### config.mk
export PLATFORM = sky130hd
export DESIGN_NAME = lazy_delete_keyed_table
export DESIGN_NICKNAME = d
export VERILOG_FILES = /design/src/design/lzt_pkg.sv /design/src/design/lazy_delete_keyed_table.sv /design/src/design/lzt_store.sv /design/src/design/lzt_seq.sv
export SDC_FILE = /design/constraint.sdc
export NUM_CORES = 2
export LEC_CHECK = 0
export BUFFER_PORTS_ARGS = -buffer_cell sky130_fd_sc_hd__buf_2
export CORE_UTILIZATION = 45
export CTS_CLUSTER_DIAMETER = 40
export CTS_CLUSTER_SIZE = 25
export DETAILED_ROUTE_END_ITERATION = 6
export GPL_TIMING_DRIVEN = 0
export PLACE_DENSITY = 0.63
export SLEW_MARGIN = 20
export SYNTH_ARGS = -nofsm -noshare
export SYNTH_HDL_FRONTEND = slang
export SYNTH_HIERARCHICAL = 1
export SYNTH_MEMORY_MAX_BITS = 65536
export SYNTH_SLANG_ARGS = --single-unit
### constraint.sdc
create_clock -name clock -period 11 [get_ports clock]
set_input_delay 1.65 -clock clock [delete_from_list [all_inputs] [get_ports clock]]
set_output_delay 1.65 -clock clock [all_outputs]
set_load 0.03 [all_outputs]
### src/design/lzt_pkg.sv
// Shared types, constants and helpers for the lazy-delete keyed table.
// No dependencies; used by lzt_store, lzt_seq and lazy_delete_keyed_table.
package lzt_pkg;

   localparam int DEPTH     = 64;
   localparam int KEY_BITS  = 32;
   localparam int INFO_BITS = 32;
   localparam int IDX_BITS  = (DEPTH > 1) ? $clog2(DEPTH) : 1;
   localparam int CNT_BITS  = $clog2(DEPTH + 1);
   localparam int CAP_BITS  = 7;
   localparam int SLOT_BITS = 6;
   localparam int STAT_BITS = 3;
   localparam int MODE_BITS = 2;

   localparam logic [CAP_BITS-1:0] CAP_RESET = 7'd64;

   // Byte address of the capacity_limit register on the register port.
   localparam logic [2:0] CAP_ADDR = 3'd0;

   localparam logic [MODE_BITS-1:0] MODE_FIND   = 2'd0;
   localparam logic [MODE_BITS-1:0] MODE_INSERT = 2'd1;
   localparam logic [MODE_BITS-1:0] MODE_ERASE  = 2'd2;

   localparam logic [STAT_BITS-1:0] ST_OK        = 3'd0;
   localparam logic [STAT_BITS-1:0] ST_EXISTS    = 3'd1;
   localparam logic [STAT_BITS-1:0] ST_FULL      = 3'd2;
   localparam logic [STAT_BITS-1:0] ST_EMPTY     = 3'd3;
   localparam logic [STAT_BITS-1:0] ST_NOT_FOUND = 3'd4;

   typedef struct packed {
      logic                 busy;
      logic [KEY_BITS-1:0]  key;
      logic [INFO_BITS-1:0] info;
   } entry_type;

   typedef struct packed {
      logic                wr_en;
      logic [IDX_BITS-1:0] wr_addr;
      entry_type           wr_data;
      logic [IDX_BITS-1:0] rd_addr;
   } mem_req_type;

   // A limit of zero behaves as one, and one above the depth as the depth.
   function automatic logic [CNT_BITS-1:0] eff_capacity(input logic [CAP_BITS-1:0] c);
      logic [CNT_BITS-1:0] r;
      if (c == '0) begin
         r = CNT_BITS'(1);
      end else if (int'(c) > DEPTH) begin
         r = CNT_BITS'(DEPTH);
      end else begin
         r = CNT_BITS'(c);
      end
      return r;
   endfunction

   function automatic logic [SLOT_BITS-1:0] to_slot(input logic [IDX_BITS-1:0] i);
      return SLOT_BITS'(i);
   endfunction

endpackage

### src/design/lazy_delete_keyed_table.sv
// Keyed table with lazy deletion. A find or erase scans the entries one per cycle through
// the single read port of the entry memory. An insert that finds the table at capacity
// adds a compaction walk over the used entries. One request is in flight at a time; the
// next is taken once the word is in the output register. Synchronous active-high reset
// empties the table and sets the limit to 64; the entry memory itself is not cleared,
// since only slots below the fill count are read.
module lazy_delete_keyed_table (
   input  logic                              clock,
   input  logic                              reset,
   // Request channel
   input  logic                              req_valid,
   output logic                              req_stall,
   input  logic [lzt_pkg::MODE_BITS-1:0]     req_mode,
   input  logic [lzt_pkg::KEY_BITS-1:0]      req_key,
   input  logic signed [lzt_pkg::INFO_BITS-1:0] req_info,
   // Response channel
   output logic                              rsp_valid,
   input  logic                              rsp_stall,
   output logic [lzt_pkg::STAT_BITS-1:0]     rsp_status,
   output logic [lzt_pkg::SLOT_BITS-1:0]     rsp_slot_index,
   // Register port
   input  logic                              csr_psel,
   input  logic                              csr_penable,
   input  logic                              csr_pwrite,
   input  logic [2:0]                        csr_paddr,
   input  logic [31:0]                       csr_pwdata,
   output logic [31:0]                       csr_prdata,
   output logic                              csr_pready
);

   // The only register, capacity_limit, lives at byte address zero. Writes to any
   // other address are dropped, and reads there return zero.
   logic [lzt_pkg::CAP_BITS-1:0] cap_ff, cap_in;
   logic                         cap_sel;

   assign cap_sel    = (csr_paddr == lzt_pkg::CAP_ADDR);
   assign csr_pready = 1'b1;

   always_comb begin
      cap_in = cap_ff;
      if (csr_psel && csr_penable && csr_pwrite && cap_sel) begin
         cap_in = csr_pwdata[lzt_pkg::CAP_BITS-1:0];
      end
   end

   always_ff @(posedge clock) begin
      if (reset) begin
         cap_ff <= lzt_pkg::CAP_RESET;
      end else begin
         cap_ff <= cap_in;
      end
   end

   assign csr_prdata = cap_sel ? {{(32 - lzt_pkg::CAP_BITS){1'b0}}, cap_ff} : '0;

   // The sequencer owns the request flow; the store holds key, info and busy mark
   // together in one word so an entry moves in a single write during compaction.
   lzt_pkg::mem_req_type mem_req;
   lzt_pkg::entry_type   rd_data;

   lzt_seq u_seq (
      .clock          (clock),
      .reset          (reset),
      .capacity_limit (cap_ff),
      .req_valid      (req_valid),
      .req_stall      (req_stall),
      .req_mode       (req_mode),
      .req_key        (req_key),
      .req_info       (req_info),
      .rsp_valid      (rsp_valid),
      .rsp_stall      (rsp_stall),
      .rsp_status     (rsp_status),
      .rsp_slot_index (rsp_slot_index),
      .mem_req        (mem_req),
      .rd_data        (rd_data)
   );

   lzt_store u_store (
      .clock   (clock),
      .mem_req (mem_req),
      .rd_data (rd_data)
   );

endmodule

### src/design/lzt_store.sv
// Entry memory of the keyed table: one write port and one registered read port.
// Depends on lzt_pkg for the entry and request types.
module lzt_store (
   input  logic                 clock,
   input  lzt_pkg::mem_req_type mem_req,
   output lzt_pkg::entry_type   rd_data
);

   lzt_pkg::entry_type mem_ff [lzt_pkg::DEPTH];
   lzt_pkg::entry_type rd_data_ff;

   always_ff @(posedge clock) begin
      if (mem_req.wr_en) begin
         mem_ff[mem_req.wr_addr] <= mem_req.wr_data;
      end
      rd_data_ff <= mem_ff[mem_req.rd_addr];
   end

   assign rd_data = rd_data_ff;

endmodule

### src/design/lzt_seq.sv
// Request sequencer: one key compare unit reused over the entries for the scan.
// Depends on lzt_pkg; drives the entry memory in lzt_store.
module lzt_seq (
   input  logic                              clock,
   input  logic                              reset,
   input  logic [lzt_pkg::CAP_BITS-1:0]      capacity_limit,
   input  logic                              req_valid,
   output logic                              req_stall,
   input  logic [lzt_pkg::MODE_BITS-1:0]     req_mode,
   input  logic [lzt_pkg::KEY_BITS-1:0]      req_key,
   input  logic [lzt_pkg::INFO_BITS-1:0]     req_info,
   output logic                              rsp_valid,
   input  logic                              rsp_stall,
   output logic [lzt_pkg::STAT_BITS-1:0]     rsp_status,
   output logic [lzt_pkg::SLOT_BITS-1:0]     rsp_slot_index,
   output lzt_pkg::mem_req_type              mem_req,
   input  lzt_pkg::entry_type                rd_data
);

   localparam logic [1:0] S_IDLE  = 2'd0;
   localparam logic [1:0] S_SCAN  = 2'd1;
   localparam logic [1:0] S_CPACT = 2'd2;
   localparam logic [1:0] S_DONE  = 2'd3;

   logic [1:0]                       state_ff, state_in;
   logic [lzt_pkg::MODE_BITS-1:0]    mode_ff, mode_in;
   logic [lzt_pkg::KEY_BITS-1:0]     key_ff, key_in;
   logic [lzt_pkg::INFO_BITS-1:0]    info_ff, info_in;
   logic [lzt_pkg::CNT_BITS-1:0]     ptr_ff, ptr_in;
   logic [lzt_pkg::CNT_BITS-1:0]     wr_ff, wr_in;
   logic [lzt_pkg::CNT_BITS-1:0]     used_ff, used_in;
   logic                             pend_ff, pend_in;
   logic [lzt_pkg::IDX_BITS-1:0]     pend_idx_ff, pend_idx_in;
   logic [lzt_pkg::STAT_BITS-1:0]    res_status_ff, res_status_in;
   logic [lzt_pkg::SLOT_BITS-1:0]    res_slot_ff, res_slot_in;
   logic                             rsp_valid_ff, rsp_valid_in;
   logic [lzt_pkg::STAT_BITS-1:0]    rsp_status_ff, rsp_status_in;
   logic [lzt_pkg::SLOT_BITS-1:0]    rsp_slot_ff, rsp_slot_in;

   logic [lzt_pkg::CNT_BITS-1:0]     cap;
   logic                             hit;
   logic                             more;

   assign cap  = lzt_pkg::eff_capacity(capacity_limit);
   assign hit  = pend_ff && rd_data.busy && (rd_data.key == key_ff) && (key_ff != '0);
   assign more = (ptr_ff < used_ff);

   always_comb begin
      state_in      = state_ff;
      mode_in       = mode_ff;
      key_in        = key_ff;
      info_in       = info_ff;
      ptr_in        = ptr_ff;
      wr_in         = wr_ff;
      used_in       = used_ff;
      pend_in       = pend_ff;
      pend_idx_in   = pend_idx_ff;
      res_status_in = res_status_ff;
      res_slot_in   = res_slot_ff;
      rsp_valid_in  = rsp_valid_ff && rsp_stall;
      rsp_status_in = rsp_status_ff;
      rsp_slot_in   = rsp_slot_ff;

      mem_req         = '0;
      mem_req.rd_addr = ptr_ff[lzt_pkg::IDX_BITS-1:0];

      case (state_ff)
         S_IDLE: begin
            if (req_valid) begin
               mode_in     = req_mode;
               key_in      = req_key;
               info_in     = req_info;
               ptr_in      = '0;
               wr_in       = '0;
               pend_in     = 1'b0;
               res_slot_in = '0;
               case (req_mode)
                  lzt_pkg::MODE_FIND, lzt_pkg::MODE_INSERT: begin
                     state_in = S_SCAN;
                  end
                  lzt_pkg::MODE_ERASE: begin
                     if (used_ff == '0) begin
                        res_status_in = lzt_pkg::ST_EMPTY;
                        state_in      = S_DONE;
                     end else begin
                        state_in = S_SCAN;
                     end
                  end
                  default: begin
                     res_status_in = lzt_pkg::ST_OK;
                     state_in      = S_DONE;
                  end
               endcase
            end
         end

         S_SCAN: begin
            if (hit) begin
               state_in = S_DONE;
               case (mode_ff)
                  lzt_pkg::MODE_FIND: begin
                     res_status_in = lzt_pkg::ST_OK;
                     res_slot_in   = lzt_pkg::to_slot(pend_idx_ff);
                  end
                  lzt_pkg::MODE_INSERT: begin
                     res_status_in = lzt_pkg::ST_EXISTS;
                  end
                  default: begin
                     // Erase only drops the busy mark; the slot stays until compaction.
                     mem_req.wr_en        = 1'b1;
                     mem_req.wr_addr      = pend_idx_ff;
                     mem_req.wr_data      = rd_data;
                     mem_req.wr_data.busy = 1'b0;
                     res_status_in        = lzt_pkg::ST_OK;
                  end
               endcase
            end else if (more) begin
               pend_in     = 1'b1;
               pend_idx_in = ptr_ff[lzt_pkg::IDX_BITS-1:0];
               ptr_in      = ptr_ff + 1'b1;
            end else begin
               pend_in = 1'b0;
               if (mode_ff == lzt_pkg::MODE_INSERT) begin
                  if (used_ff >= cap) begin
                     ptr_in   = '0;
                     wr_in    = '0;
                     state_in = S_CPACT;
                  end else begin
                     mem_req.wr_en        = 1'b1;
                     mem_req.wr_addr      = used_ff[lzt_pkg::IDX_BITS-1:0];
                     mem_req.wr_data.busy = 1'b1;
                     mem_req.wr_data.key  = key_ff;
                     mem_req.wr_data.info = info_ff;
                     used_in              = used_ff + 1'b1;
                     res_status_in        = lzt_pkg::ST_OK;
                     state_in             = S_DONE;
                  end
               end else begin
                  res_status_in = lzt_pkg::ST_NOT_FOUND;
                  state_in      = S_DONE;
               end
            end
         end

         S_CPACT: begin
            if (pend_ff && rd_data.busy) begin
               mem_req.wr_en   = 1'b1;
               mem_req.wr_addr = wr_ff[lzt_pkg::IDX_BITS-1:0];
               mem_req.wr_data = rd_data;
               wr_in           = wr_ff + 1'b1;
            end
            if (more) begin
               pend_in     = 1'b1;
               pend_idx_in = ptr_ff[lzt_pkg::IDX_BITS-1:0];
               ptr_in      = ptr_ff + 1'b1;
            end else if (pend_ff) begin
               pend_in = 1'b0;
            end else begin
               // All busy entries now sit below wr_ff.
               state_in = S_DONE;
               if (wr_ff >= cap) begin
                  used_in       = wr_ff;
                  res_status_in = lzt_pkg::ST_FULL;
               end else begin
                  mem_req.wr_en        = 1'b1;
                  mem_req.wr_addr      = wr_ff[lzt_pkg::IDX_BITS-1:0];
                  mem_req.wr_data.busy = 1'b1;
                  mem_req.wr_data.key  = key_ff;
                  mem_req.wr_data.info = info_ff;
                  used_in              = wr_ff + 1'b1;
                  res_status_in        = lzt_pkg::ST_OK;
               end
            end
         end

         S_DONE: begin
            if (!rsp_valid_ff || !rsp_stall) begin
               rsp_valid_in  = 1'b1;
               rsp_status_in = res_status_ff;
               rsp_slot_in   = res_slot_ff;
               state_in      = S_IDLE;
            end
         end

         default: begin
            state_in = S_IDLE;
         end
      endcase
   end

   always_ff @(posedge clock) begin
      if (reset) begin
         state_ff     <= S_IDLE;
         used_ff      <= '0;
         pend_ff      <= 1'b0;
         rsp_valid_ff <= 1'b0;
      end else begin
         state_ff     <= state_in;
         used_ff      <= used_in;
         pend_ff      <= pend_in;
         rsp_valid_ff <= rsp_valid_in;
      end
      mode_ff       <= mode_in;
      key_ff        <= key_in;
      info_ff       <= info_in;
      ptr_ff        <= ptr_in;
      wr_ff         <= wr_in;
      pend_idx_ff   <= pend_idx_in;
      res_status_ff <= res_status_in;
      res_slot_ff   <= res_slot_in;
      rsp_status_ff <= rsp_status_in;
      rsp_slot_ff   <= rsp_slot_in;
   end

   assign req_stall      = (state_ff != S_IDLE);
   assign rsp_valid      = rsp_valid_ff;
   assign rsp_status     = rsp_status_ff;
   assign rsp_slot_index = rsp_slot_ff;

endmodule
==> run metrics <==
result of the run finished, final reports clean; setup repair after global routing missed its margin no; most frequent cells in the layout edfxtp_1, mux4_2, clkbuf_16; total power consumption of the routed design 26.2 mW; final design instance area without fill roughly 100,000 sq um; number of I/O port buffers 68; final RePlAce weighted congestion 0.955; part of the total power dissipated in sequential elements a little under two fifths; final count of negative-setup-slack endpoints 0; Num Clock Sinks 2,235; DP HPWL 178 mm; class of the tightest hold or removal check register to register; worst setup timing slack at the placement stage ~5.2 ns; worst-margin pin slew approximately 1.3 ns; deepest level of the CTS H-tree 5; clock transition at the registers of the reported paths about 0.050 ns; endpoint type of the worst setup path register; minimum setup slack in the final design roughly 5 ns; post-route DRC violation count 0; switching pwr 8.43 mW; final count of hold timing violations 0; number of instances in the synthesized netlist 4,060; critical path, cell by cell inv_1, nand2_1, ha_1, a21o_1, a21o_1, a31oi_1, nand4_1, a21oi_1, a22oi_1, nand2_1, clkbuf_1, nor2b_1, nand3_1, nor2_4, buf_16, buf_16; clock network fraction of design power a little over a third; Detailed Route Iter0 Violations 6,438; detail-routed via count per cell 6.33; number of nets at the end of the flow between 4,000 and 5,000; total via count after detailed routing between 40,000 and 50,000; area of the die slightly below 200,000 sq um; number of gates given a new drive strength after cts 0; critical path startpoint category register; critical path peak fanout 13; Pre-antenna DRT Iters 6; Gate power share between 20% and 30%; maximum ir drop on the vdd rail between 150 and 200 uV; Initial Utilization a little under half; slowest stage cell on the critical path nor2_4; Max-Cap Viols 0; largest net degree at the start of global routing 65; total CTS buffers 290; Die Y-Extent between 400 and 500 um; cell area after synthesis around 87,000 sq um; maximum clock frequency 165 MHz; Bufs on Longest Clock Path 4; arrival time at the worst endpoint approximately 6.6 ns; routed wire length per instance approximately 36 um; Final Skew around 0.067 ns; initial antenna violation count 17; Post-CTS Repair Setup Buffers 0; Mean Syn Cell Area approximately 21 sq um; final core utilization a little over half; most common library cell in the layout ignoring fill and taps edfxtp_1; critical setup path kind register to register; fill cell count approximately 14,000; static leakage approximately 32 nW; clock root buffer master clkbuf_16; row count 160; worst slew margin relative to its limit a little under 10%; final period utilization a little under three fifths; areal power density over the cells 252 nW/um^2; fraction of layout instances using a drive strength above 1 33.1%; GRT Util Overall approximately 27%; cell area after placement between 90,000 and 100,000 sq um; source-to-sink clock delay at the later pin of the worst-skew pair around 0.9 ns; first-pass GRT wire length ~360 mm; pins over their slew limit 0; number of I/O pins between 150 and 200; sequential cell area ~67,000 sq um; minimum period implied by the final worst setup slack just over 6 ns; clock tree from TritonCTS built; Worst path max stage delay between 0.8 and 0.9 ns; setup TNS 0 ns; Syn. warnings 6; Post-CTS Hold Fix Bufs 0; required time worst endpoint 11.58 ns; sum of overflow across all layers after global routing 0; vias in the first global route about 45,000; Die Span X 441 um; remaining antenna violation count after routing 0; area grow syn2layout 19.8%; switching share of power 32.2%; Pint ~18 mW; area of combinational cells with multiple inputs 19,100 sq um; wire length after detailed routing about 260 mm; core region area 191,000 sq um
power by group through the flow:
| stage | Combinational [mW] | Clock [mW] | Sequential [mW] |
|---|---|---|---|
| floorplan | 4.06 | 0 | 10.1 |
| global placement | 6.60 | 0 | 10.2 |
| detailed placement | 6.82 | 0 | 10.1 |
| CTS | 6.86 | 9.34 | 9.97 |
| global route | 7.18 | 9.67 | 9.98 |
| finish | 7.00 | 9.24 | 9.97 |
registers in the layout (all words and copies together) (netlist names), 6 cells and up:
register              count
cap_ff                    7
u_store/mem_ff         2112
u_seq/wr_ff               7
u_seq/pend_idx_ff         6
u_seq/res_slot_ff         6
u_seq/key_ff             32
u_seq/used_ff             7
u_seq/ptr_ff              7
u_store/rd_data          33
u_seq/rsp_slot_index      6
routing by layer:
metal  share of wire [%]  global-route usage [%]
met1                  36                    35.3
met2                  47                    42.4
met3                  12                    7.07
met4                 4.8                    11.6
met5               0.050                       0
area by class of cell:
class                           instances  share of cell area [%]
Sequential cell                      2235                    64.0
Multi-Input combinational cell       1472                    18.4
Clock buffer                          327                    7.34
Timing Repair Buffer                  220                    3.50
Tap cell                             2511                    3.02
Buffer                                359                    1.89
Clock inverter                        180                    1.76
Inverter                               18                  0.0649
Antenna cell                           10                  0.0240
worst paths after layout:
kind                                  to  slack (ns)  cells after the start                   start
setup / recovery  u_store/mem_ff[35][60]        4.95                     16               cap_ff[6]
hold / removal       u_seq/rsp_status[2]        0.42                      0  u_seq/res_status_ff[2]
setup reg to reg  u_store/mem_ff[35][60]        4.95                     16               cap_ff[6]
hold reg to reg      u_seq/rsp_status[2]        0.42                      0  u_seq/res_status_ff[2]
worst max-delay path, delay by kind of cell, from the launching register on:
family,cells,cell delay [ns]
flops,1,0.34
buf+inv,4,1.21
fa+ha+maj,1,0.33
compound gates,5,1.40
simple gates,6,2.39
through the flow:
step | hold WS [ns] | std cells
CTS | 0.419 | 7322
finish | 0.417 | 7332
floorplan | 0.400 | 4084
global placement | 0.414 | 6663
global route | 0.423 | 7323
detailed placement | 0.406 | 6815
Power figures use the tool's default switching activity.
